**config.mk**
```make
export PLATFORM = sky130hd
export DESIGN_NAME = integer_to_ascii_formatter_core_flat
export DESIGN_NICKNAME = d
export VERILOG_FILES = /design/src/ita_pkg.sv /design/src/ita_if.sv /design/src/ita_front.sv /design/src/ita_fifo.sv /design/src/ita_back.sv /design/src/integer_to_ascii_formatter_core.sv /design/src/flat_wrapper.sv
export VERILOG_INCLUDE_DIRS = /design/src /design/src/src
export SDC_FILE = /design/constraint.sdc
export NUM_CORES = 1
export LEC_CHECK = 0
export BUFFER_PORTS_ARGS = -buffer_cell sky130_fd_sc_hd__buf_2
export CORE_AREA = 5 5 273 302
export CTS_CLUSTER_DIAMETER = 80
export DETAILED_ROUTE_END_ITERATION = 8
export DIE_AREA = 0 0 278 307
export GPL_ROUTABILITY_DRIVEN = 1
export GPL_TIMING_DRIVEN = 0
export SLEW_MARGIN = 10
export SYNTH_ARGS = -nofsm -noshare
export SYNTH_HDL_FRONTEND = slang
export SYNTH_HIERARCHICAL = 1
export SYNTH_SLANG_ARGS = --single-unit
export TNS_END_PERCENT = 1
```
**constraint.sdc**
```tcl
create_clock -name clk_i -period 20.4 [get_ports clk_i]
set_input_delay 4.08 -clock clk_i [delete_from_list [all_inputs] [get_ports clk_i]]
set_output_delay 4.08 -clock clk_i [all_outputs]
set_load 0.01 [all_outputs]
```
**src/integer_to_ascii_formatter_core_defines.svh**
```systemverilog
// Assertion helpers for the integer-to-ASCII formatter.
`ifndef INTEGER_TO_ASCII_FORMATTER_CORE_DEFINES_SVH
`define INTEGER_TO_ASCII_FORMATTER_CORE_DEFINES_SVH

// Clocked check, off while reset is asserted.
`define ITA_ASSERT(lbl, prop, msg) \
  lbl: assert property (@(posedge clk_i) disable iff (!rst_ni) prop) \
    else $error(msg);

// Clocked check that also holds through reset.
`define ITA_ASSERT_ALWAYS(lbl, prop, msg) \
  lbl: assert property (@(posedge clk_i) prop) \
    else $error(msg);

`endif

```
**src/ita_pkg.sv**
```systemverilog
package ita_pkg;

  // Pointer width; the other kinds use the low 32 bits.
  localparam int VALUE_BITS = 64;
  localparam int NIBBLES    = VALUE_BITS / 4;
  // Digit position: holds 0..15 for hex and 0..10 for decimal powers.
  localparam int POS_W      = 4;
  localparam int CNT_W      = 32;
  localparam int FIFO_DEPTH = 2;
  localparam int FIFO_PTR_W = (FIFO_DEPTH > 1) ? $clog2(FIFO_DEPTH) : 1;
  localparam int FIFO_CNT_W = $clog2(FIFO_DEPTH + 1);

  // ASCII codes
  localparam logic [7:0] CH_ZERO  = 8'h30;
  localparam logic [7:0] CH_MINUS = 8'h2D;
  localparam logic [7:0] CH_X     = 8'h78;
  localparam logic [7:0] CH_LA    = 8'h61;
  localparam logic [7:0] CH_UA    = 8'h41;
  localparam logic [7:0] CH_LPAR  = 8'h28;
  localparam logic [7:0] CH_RPAR  = 8'h29;
  localparam logic [7:0] CH_N     = 8'h6E;
  localparam logic [7:0] CH_I     = 8'h69;
  localparam logic [7:0] CH_L     = 8'h6C;

  localparam logic [2:0] NIL_LAST = 3'd4;

  typedef enum logic [2:0] {
    KIND_SDEC = 3'd0,
    KIND_UDEC = 3'd1,
    KIND_HEXL = 3'd2,
    KIND_HEXU = 3'd3,
    KIND_PTR  = 3'd4
  } kind_e;

  typedef enum logic [1:0] {
    JOB_DEC,
    JOB_HEX,
    JOB_NIL
  } job_e;

  typedef enum logic [2:0] {
    BK_IDLE,
    BK_PRE0,
    BK_PRE1,
    BK_NIL,
    BK_DIGIT
  } back_e;

  // One classified request as it sits in the queue.
  typedef struct packed {
    job_e                  mode;
    logic                  neg;
    logic                  prefix;
    logic                  upper;
    logic [POS_W-1:0]      top;
    logic [VALUE_BITS-1:0] mag;
  } job_t;

  // Powers of ten up to 10^10.
  function automatic logic [33:0] pow10(input logic [POS_W-1:0] k);
    logic [33:0] p;
    case (k)
      4'd0:    p = 34'd1;
      4'd1:    p = 34'd10;
      4'd2:    p = 34'd100;
      4'd3:    p = 34'd1000;
      4'd4:    p = 34'd10000;
      4'd5:    p = 34'd100000;
      4'd6:    p = 34'd1000000;
      4'd7:    p = 34'd10000000;
      4'd8:    p = 34'd100000000;
      4'd9:    p = 34'd1000000000;
      4'd10:   p = 34'd10000000000;
      default: p = 34'd0;
    endcase
    return p;
  endfunction

  // Characters of the null pointer text.
  function automatic logic [7:0] nil_char(input logic [2:0] i);
    logic [7:0] c;
    case (i)
      3'd0:    c = CH_LPAR;
      3'd1:    c = CH_N;
      3'd2:    c = CH_I;
      3'd3:    c = CH_L;
      3'd4:    c = CH_RPAR;
      default: c = CH_RPAR;
    endcase
    return c;
  endfunction

endpackage

```
**src/ita_if.sv**
```systemverilog
// Request channel: one beat per number to format.
interface ita_req_if;
  logic                          valid;
  logic                          ready;
  logic [2:0]                    req_type;
  logic [63:0]                   value;

  modport source (output valid, output req_type, output value, input ready);
  modport sink   (input valid, input req_type, input value, output ready);
endinterface

// Character channel: one beat per ASCII character.
interface ita_char_if;
  logic                          valid;
  logic                          ready;
  logic [7:0]                    char_byte;
  logic                          last_of_run;
  logic [31:0]                   chars_total;

  modport source (output valid, output char_byte, output last_of_run,
                  output chars_total, input ready);
  modport sink   (input valid, input char_byte, input last_of_run,
                  input chars_total, output ready);
endinterface

```
**src/ita_front.sv**
```systemverilog
// Accepts requests, drops unknown kinds and reduces each one to a job.
module ita_front (
  ita_req_if.sink          req_i,
  input  logic             full_i,
  output logic             push_o,
  output ita_pkg::job_t    job_o
);

  logic [31:0]                    w;
  logic [31:0]                    m32;
  logic [ita_pkg::VALUE_BITS-1:0] ptr;
  logic                           known;
  ita_pkg::job_t                  job;

  assign w   = req_i.value[31:0];
  assign ptr = req_i.value[ita_pkg::VALUE_BITS-1:0];

  // Classify by kind
  always_comb begin
    known      = 1'b1;
    m32        = w;
    job.mode   = ita_pkg::JOB_DEC;
    job.neg    = 1'b0;
    job.prefix = 1'b0;
    job.upper  = 1'b0;
    job.top    = '0;
    job.mag    = '0;
    case (ita_pkg::kind_e'(req_i.req_type))
      ita_pkg::KIND_SDEC: begin
        job.neg = w[31];
        // two's complement magnitude, exact for the most negative value
        m32     = w[31] ? (~w + 32'd1) : w;
        job.mag = ita_pkg::VALUE_BITS'(m32);
      end
      ita_pkg::KIND_UDEC: begin
        job.mag = ita_pkg::VALUE_BITS'(w);
      end
      ita_pkg::KIND_HEXL: begin
        job.mode = ita_pkg::JOB_HEX;
        job.mag  = ita_pkg::VALUE_BITS'(w);
      end
      ita_pkg::KIND_HEXU: begin
        job.mode  = ita_pkg::JOB_HEX;
        job.upper = 1'b1;
        job.mag   = ita_pkg::VALUE_BITS'(w);
      end
      ita_pkg::KIND_PTR: begin
        job.mag = ptr;
        if (ptr == '0) begin
          job.mode = ita_pkg::JOB_NIL;
        end else begin
          job.mode   = ita_pkg::JOB_HEX;
          job.prefix = 1'b1;
        end
      end
      default: begin
        known = 1'b0;
      end
    endcase

    // Leading digit position
    if (job.mode == ita_pkg::JOB_DEC) begin
      for (int i = 1; i < 10; i++) begin
        if ({2'b00, m32} >= ita_pkg::pow10(ita_pkg::POS_W'(i))) begin
          job.top = ita_pkg::POS_W'(i);
        end
      end
    end else if (job.mode == ita_pkg::JOB_HEX) begin
      for (int i = 0; i < ita_pkg::NIBBLES; i++) begin
        if (job.mag[i*4 +: 4] != 4'd0) begin
          job.top = ita_pkg::POS_W'(i);
        end
      end
    end
  end

  assign req_i.ready = !full_i;
  assign push_o      = req_i.valid && !full_i && known;
  assign job_o       = job;

endmodule

```
**src/ita_fifo.sv**
```systemverilog
`include "integer_to_ascii_formatter_core_defines.svh"

// Short job queue between front and back.
module ita_fifo (
  input  logic          clk_i,
  input  logic          rst_ni,
  input  logic          push_i,
  input  ita_pkg::job_t data_i,
  output logic          full_o,
  input  logic          pop_i,
  output logic          empty_o,
  output ita_pkg::job_t data_o
);

  ita_pkg::job_t                      mem_q [ita_pkg::FIFO_DEPTH];
  logic [ita_pkg::FIFO_PTR_W-1:0]     wr_q, wr_d, rd_q, rd_d;
  logic [ita_pkg::FIFO_CNT_W-1:0]     cnt_q, cnt_d;

  assign full_o  = (cnt_q == ita_pkg::FIFO_CNT_W'(ita_pkg::FIFO_DEPTH));
  assign empty_o = (cnt_q == '0);
  assign data_o  = mem_q[rd_q];

  // Pointer and fill level update
  always_comb begin
    wr_d  = wr_q;
    rd_d  = rd_q;
    cnt_d = cnt_q;
    if (push_i) begin
      wr_d = (wr_q == ita_pkg::FIFO_PTR_W'(ita_pkg::FIFO_DEPTH - 1)) ? '0 : wr_q + 1'b1;
    end
    if (pop_i) begin
      rd_d = (rd_q == ita_pkg::FIFO_PTR_W'(ita_pkg::FIFO_DEPTH - 1)) ? '0 : rd_q + 1'b1;
    end
    if (push_i && !pop_i) begin
      cnt_d = cnt_q + 1'b1;
    end else if (pop_i && !push_i) begin
      cnt_d = cnt_q - 1'b1;
    end
  end

  always_ff @(posedge clk_i or negedge rst_ni) begin
    if (!rst_ni) begin
      wr_q  <= '0;
      rd_q  <= '0;
      cnt_q <= '0;
    end else begin
      wr_q  <= wr_d;
      rd_q  <= rd_d;
      cnt_q <= cnt_d;
    end
  end

  // Storage
  always_ff @(posedge clk_i) begin
    if (push_i) begin
      mem_q[wr_q] <= data_i;
    end
  end

  `ITA_ASSERT_ALWAYS(a_fifo_level, cnt_q <= ita_pkg::FIFO_CNT_W'(ita_pkg::FIFO_DEPTH), "queue level above depth")
  `ITA_ASSERT(a_fifo_pop_empty, pop_i |-> !empty_o, "pop from empty queue")

endmodule

```
**src/ita_back.sv**
```systemverilog
`include "integer_to_ascii_formatter_core_defines.svh"

// Character sequencer: one character per cycle, unless the output is stalled.
module ita_back (
  input  logic            clk_i,
  input  logic            rst_ni,
  input  logic            empty_i,
  input  ita_pkg::job_t   job_i,
  output logic            pop_o,
  ita_char_if.source      chr_o
);

  ita_pkg::back_e                 state_q, state_d;
  logic [ita_pkg::VALUE_BITS-1:0] mag_q, mag_d;
  logic [ita_pkg::POS_W-1:0]      pos_q, pos_d;
  logic                           upper_q, upper_d;
  logic                           dec_q, dec_d;
  logic                           prefix_q, prefix_d;

  logic                           ovalid_q;
  logic [7:0]                     obyte_q;
  logic                           olast_q;
  logic [ita_pkg::CNT_W-1:0]      cnt_q, cnt_inc;

  logic                           adv, emit, last;
  logic [7:0]                     ch;
  logic [33:0]                    pw, sub;
  logic [3:0]                     digit, nib;
  logic [7:0]                     hex_ch;

  assign adv = !ovalid_q || chr_o.ready;

  // Decimal digit: largest multiple of the current power not above the rest
  always_comb begin
    pw    = ita_pkg::pow10(pos_q);
    digit = 4'd0;
    sub   = '0;
    for (int d = 1; d < 10; d++) begin
      if ({2'b00, mag_q[31:0]} >= pw * 34'(d)) begin
        digit = 4'(d);
        sub   = pw * 34'(d);
      end
    end
  end

  // Hex digit at the current nibble
  always_comb begin
    nib = mag_q[pos_q*4 +: 4];
    if (nib < 4'd10) begin
      hex_ch = ita_pkg::CH_ZERO + {4'd0, nib};
    end else begin
      hex_ch = (upper_q ? ita_pkg::CH_UA : ita_pkg::CH_LA) + {4'd0, nib} - 8'd10;
    end
  end

  // Sequencer
  always_comb begin
    state_d  = state_q;
    mag_d    = mag_q;
    pos_d    = pos_q;
    upper_d  = upper_q;
    dec_d    = dec_q;
    prefix_d = prefix_q;
    pop_o    = 1'b0;
    emit     = 1'b0;
    last     = 1'b0;
    ch       = ita_pkg::CH_ZERO;
    case (state_q)
      ita_pkg::BK_IDLE: begin
        if (!empty_i) begin
          pop_o    = 1'b1;
          mag_d    = job_i.mag;
          pos_d    = job_i.top;
          upper_d  = job_i.upper;
          dec_d    = (job_i.mode == ita_pkg::JOB_DEC);
          prefix_d = job_i.prefix;
          if (job_i.mode == ita_pkg::JOB_NIL) begin
            pos_d   = '0;
            state_d = ita_pkg::BK_NIL;
          end else if (job_i.neg || job_i.prefix) begin
            state_d = ita_pkg::BK_PRE0;
          end else begin
            state_d = ita_pkg::BK_DIGIT;
          end
        end
      end
      ita_pkg::BK_PRE0: begin
        ch = prefix_q ? ita_pkg::CH_ZERO : ita_pkg::CH_MINUS;
        if (adv) begin
          emit    = 1'b1;
          state_d = prefix_q ? ita_pkg::BK_PRE1 : ita_pkg::BK_DIGIT;
        end
      end
      ita_pkg::BK_PRE1: begin
        ch = ita_pkg::CH_X;
        if (adv) begin
          emit    = 1'b1;
          state_d = ita_pkg::BK_DIGIT;
        end
      end
      ita_pkg::BK_NIL: begin
        ch   = ita_pkg::nil_char(pos_q[2:0]);
        last = (pos_q[2:0] == ita_pkg::NIL_LAST);
        if (adv) begin
          emit  = 1'b1;
          pos_d = pos_q + 1'b1;
          if (last) begin
            state_d = ita_pkg::BK_IDLE;
          end
        end
      end
      ita_pkg::BK_DIGIT: begin
        ch   = dec_q ? (ita_pkg::CH_ZERO + {4'd0, digit}) : hex_ch;
        last = (pos_q == '0);
        if (adv) begin
          emit = 1'b1;
          if (dec_q) begin
            mag_d = mag_q - ita_pkg::VALUE_BITS'(sub);
          end
          if (last) begin
            state_d = ita_pkg::BK_IDLE;
          end else begin
            pos_d = pos_q - 1'b1;
          end
        end
      end
      default: begin
        state_d = ita_pkg::BK_IDLE;
      end
    endcase
  end

  assign cnt_inc = (cnt_q == '1) ? cnt_q : cnt_q + 1'b1;

  // Control state
  always_ff @(posedge clk_i or negedge rst_ni) begin
    if (!rst_ni) begin
      state_q  <= ita_pkg::BK_IDLE;
      ovalid_q <= 1'b0;
      cnt_q    <= '0;
    end else begin
      state_q <= state_d;
      if (adv) begin
        ovalid_q <= emit;
      end
      if (emit) begin
        cnt_q <= cnt_inc;
      end
    end
  end

  // Job and output payload
  always_ff @(posedge clk_i) begin
    mag_q    <= mag_d;
    pos_q    <= pos_d;
    upper_q  <= upper_d;
    dec_q    <= dec_d;
    prefix_q <= prefix_d;
    if (emit) begin
      obyte_q <= ch;
      olast_q <= last;
    end
  end

  assign chr_o.valid       = ovalid_q;
  assign chr_o.char_byte   = obyte_q;
  assign chr_o.last_of_run = olast_q;
  assign chr_o.chars_total = cnt_q;

  `ITA_ASSERT(a_dec_rest_bound, (state_q == ita_pkg::BK_DIGIT && dec_q) |-> ({2'b00, mag_q[31:0]} < ita_pkg::pow10(ita_pkg::POS_W'(pos_q + 1'b1))), "decimal remainder out of range")
  `ITA_ASSERT(a_cnt_monotonic, 1'b1 |=> (cnt_q >= $past(cnt_q)), "character count went down")
  `ITA_ASSERT(a_last_is_digit, (chr_o.valid && chr_o.last_of_run) |-> ((chr_o.char_byte >= 8'h30 && chr_o.char_byte <= 8'h39) || (chr_o.char_byte >= 8'h41 && chr_o.char_byte <= 8'h46) || (chr_o.char_byte >= 8'h61 && chr_o.char_byte <= 8'h66) || chr_o.char_byte == 8'h29), "final character is not a digit")

endmodule

```
**src/integer_to_ascii_formatter_core.sv**
```systemverilog
// Path: accepted requests go into a 2-entry job queue, which lets the front
//   take requests while the back-end sequencer works through an item of n
//   characters (1 to 18), one character per cycle into the output register
//   while the sink takes beats, and pops the next job only once it is idle.
// Reset: rst_ni is asynchronous, active low; it empties the queue, idles the
//   sequencer, drops the output beat and clears the character count.
module integer_to_ascii_formatter_core (
  input  logic        clk_i,
  input  logic        rst_ni,
  ita_req_if.sink     req_i,
  ita_char_if.source  chr_o
);

  logic          push, pop, full, empty;
  ita_pkg::job_t job_in, job_out;

  ita_front u_front (
    .req_i  (req_i),
    .full_i (full),
    .push_o (push),
    .job_o  (job_in)
  );

  ita_fifo u_fifo (
    .clk_i   (clk_i),
    .rst_ni  (rst_ni),
    .push_i  (push),
    .data_i  (job_in),
    .full_o  (full),
    .pop_i   (pop),
    .empty_o (empty),
    .data_o  (job_out)
  );

  ita_back u_back (
    .clk_i   (clk_i),
    .rst_ni  (rst_ni),
    .empty_i (empty),
    .job_i   (job_out),
    .pop_o   (pop),
    .chr_o   (chr_o)
  );

endmodule
```
**src/flat_wrapper.sv**
```systemverilog
// flat-port wrapper written by rule: the top's interface ports become plain ports
module integer_to_ascii_formatter_core_flat 
  (clk_i, rst_ni, req_i_valid, req_i_req_type, req_i_value, req_i_ready, chr_o_valid, chr_o_char_byte, chr_o_last_of_run, chr_o_chars_total, chr_o_ready);
  ita_req_if req_i_i ();
  ita_char_if chr_o_i ();
  input  logic clk_i;
  input  logic rst_ni;
  input wire logic [$bits(req_i_i.valid)-1:0] req_i_valid;
  input wire logic [$bits(req_i_i.req_type)-1:0] req_i_req_type;
  input wire logic [$bits(req_i_i.value)-1:0] req_i_value;
  output wire logic [$bits(req_i_i.ready)-1:0] req_i_ready;
  output wire logic [$bits(chr_o_i.valid)-1:0] chr_o_valid;
  output wire logic [$bits(chr_o_i.char_byte)-1:0] chr_o_char_byte;
  output wire logic [$bits(chr_o_i.last_of_run)-1:0] chr_o_last_of_run;
  output wire logic [$bits(chr_o_i.chars_total)-1:0] chr_o_chars_total;
  input wire logic [$bits(chr_o_i.ready)-1:0] chr_o_ready;
  assign req_i_i.valid = req_i_valid;
  assign req_i_i.req_type = req_i_req_type;
  assign req_i_i.value = req_i_value;
  assign req_i_ready = req_i_i.ready;
  assign chr_o_valid = chr_o_i.valid;
  assign chr_o_char_byte = chr_o_i.char_byte;
  assign chr_o_last_of_run = chr_o_i.last_of_run;
  assign chr_o_chars_total = chr_o_i.chars_total;
  assign chr_o_i.ready = chr_o_ready;
  integer_to_ascii_formatter_core u_core (.clk_i(clk_i), .rst_ni(rst_ni), .req_i(req_i_i), .chr_o(chr_o_i));
endmodule
```
==> reports/results.tsv <==
metric	value	unit
routed_wl	110	mm
final_common_cell	ha_1	
hold_violations	0	
drc_errors	0	
die_area	0.0853	mm²
ctsHoldBuffers	0	
setup_tns	0	ns
cp.arrival	13.00	ns
grt_start_max_net_pins	41	
ys.flop_type	edfxtp_1	
cp-end-kind	flop	
cts_tree	built	
synthCells	3494	
cts_buffers	28	
setup_viol	0	
cts.sinks	291	
grt_pass1_wl	166	mm
start_kind	flop	
period_needed	12.68	ns
start_util	40.5	%
syn_area_per_cell	9.19	µm²
die_h	307	µm
tightest_slew	1.20	ns
gp_congestion	1.00	
seq_area_frac_synth	25.8	%
grt_pass1_vias	27920	
critPathMaxFanout	19	
synth-seq-cells	291	
grt_overflow	0	
drtIter0Drc	2167	
cp_slowest_cell	dfxtp_1	
ys_types	116	
hp-class	reg -> reg	
synth_nets	4064	
cts_root_buffer	clkbuf_16	
io_buffers	103	
wire_per_inst	23.3	µm
post-dp-hpwl	88.3	mm
most-common-layout-cells	ha_1, nand2_1, a21oi_1	
cp_data_required_time	20.72	ns
finalCritPeriodShare	62.2	%
io_pins	114	
clock_latency	0.58	ns
crit_buf_inv	6	
netlist_area	0.0321	mm²
relSlewSlack	18.9	%
critPathKind	reg -> reg	
clockBufferDepth	3	
track_usage	24.5	%
core	0.0794	mm²
drt-vias-per-instance	6.04	
clkTransAtPathRegs	0.07	ns
path_delay_family	compound AO/OA/AOI/OAI gates	
drive_gt1_share	10.4	%
cts_setup_buffers	0	
cts_resized	0	
maxSlewViolCount	0	
syn_to_final_growth	9.23	%
max_freq	0.0788	GHz
max_stage_delay	1.09	ns
core.rowCount	109	
dr.pass1.iters	6	
skew	0.0280	ns
nets	4207	
ant_nets	0	
vias	28470	
htree_levels	1	
antenna_found_initial	1	
synth_edf_count	225	
postSynth.asyncResetShare	13.7	%
yosysWarnings	6	
max_cap_viol_count	0	
rsz0062_at_grt	false	
die_w	278	µm
status	finished, final reports clean	
[state kept, by name, summed over array words and instances (netlist names), 2 cells and up]
name                             count
u_core/u_back/chr_o.char_byte        7
u_core/u_back/chr_o.chars_total     32
u_core/u_back/mag_q                 64
u_core/u_back/pos_q                  4
u_core/u_back/pw                    26
u_core/u_back/state_q                3
u_core/u_fifo/cnt_q                  2
u_core/u_fifo/mem_q                146
[stage by stage]
| step | std cells | area (µm²) | setup slack (ns) | hold WS (ns) | utilization (%) |
|---|---|---|---|---|---|
| floorplan | 3494 | 32100 | 11.19 | 0.455 | - |
| global placement | 4651 | 33900 | 7.74 | 0.470 | 42.8 |
| detailed placement | 4661 | 34100 | 8.11 | 0.477 | 43.0 |
| CTS | 4712 | 35100 | 8.06 | 0.491 | 44.2 |
| global route | 4713 | 35100 | 7.17 | 0.509 | 44.2 |
| finish | 4713 | 35100 | 7.72 | 0.485 | 44.2 |
[cells by family after synthesis]
family,synth area share [%]
buf+inv,3.31
other cells,0.0117
mux,6.03
compound gates,21.8
simple gates,16.5
flops,25.8
fa+ha+maj,20.2
xor+xnor,6.29
[per-layer routing]
metal | vias to the layer above | GRT usage, % | wire length [µm]
met3 | 265 | 1.85 | 5460
met2 | 982 | 42.1 | 51800
li1 | 13600 | - | -
met5 | - | 0 | 0
met4 | 0 | 11.2 | 5910
met1 | 13623 | 31.8 | 46700
[worst register-to-register path: cells and delay by family, from the launching register on]
kind | cells | cell delay (ns)
simple gates | 7 | 1.28
fa+ha+maj | 4 | 1.53
flops | 1 | 1.09
xor+xnor | 3 | 0.97
buf+inv | 6 | 2.54
compound gates | 17 | 5.02
[cells in the mapped netlist (36+ instances only)]
library cell  instances  area, µm²
ha_1                467       5840
nand2_1             273       1020
a21oi_1             272       1360
o21ai_0             235       1180
nor2_1              227        852
edfxtp_1            225       6760
a21o_1              137       1030
xnor2_1             136       1190
inv_1               115        432
xor2_1               91        797
clkbuf_1             85        319
nand3_1              82        410
mux2_4               60        901
and3_1               58        363
nand4_1              58        363
nor3_1               58        290
nor2b_1              47        294
nand2b_1             46        288
a211oi_1             40        300
a31oi_1              40        250
dfrtp_1              40       1000
mux2i_1              36        360
[path summary, 6_finish.rpt]
| kind | from | end | cells after the start | slack [ns] |
|---|---|---|---|---|
| max | u_core/u_back/pw[23]$_DFF_P_ | u_core/u_back/mag_q[46]$_DFFE_PP_ | 37 | 7.72 |
| min | u_core/u_back/chr_o.chars_total[23]$_DFFE_PN0P_ | u_core/u_back/chr_o.chars_total[23]$_DFFE_PN0P_ | 1 | 0.49 |
| max reg2reg | u_core/u_back/pw[23]$_DFF_P_ | u_core/u_back/mag_q[46]$_DFFE_PP_ | 37 | 7.72 |
| min reg2reg | u_core/u_back/chr_o.chars_total[23]$_DFFE_PN0P_ | u_core/u_back/chr_o.chars_total[23]$_DFFE_PN0P_ | 1 | 0.49 |
| max in group asynchronous | rst_ni | u_core/u_back/chr_o.chars_total[23]$_DFFE_PN0P_ | 1 | 16.09 |
| min in group asynchronous | rst_ni | u_core/u_back/chr_o.chars_total[27]$_DFFE_PN0P_ | 1 | 3.68 |
[cell type report]
class                           instances  area (µm²)
Multi-Input combinational cell       2962       22800
Inverter                              118         445
Sequential cell                       291        8280
Tap cell                             1054        1320
Fill cell                            7835       44300
Timing Repair Buffer                  113         656
Antenna cell                            1        2.50
Clock buffer                           28         701
Buffer                                123         617
Clock inverter                         23         270
Power is left out: the tool's default activity adds up to more than one toggle a clock period on the data nets, which glitch-free logic cannot reach.
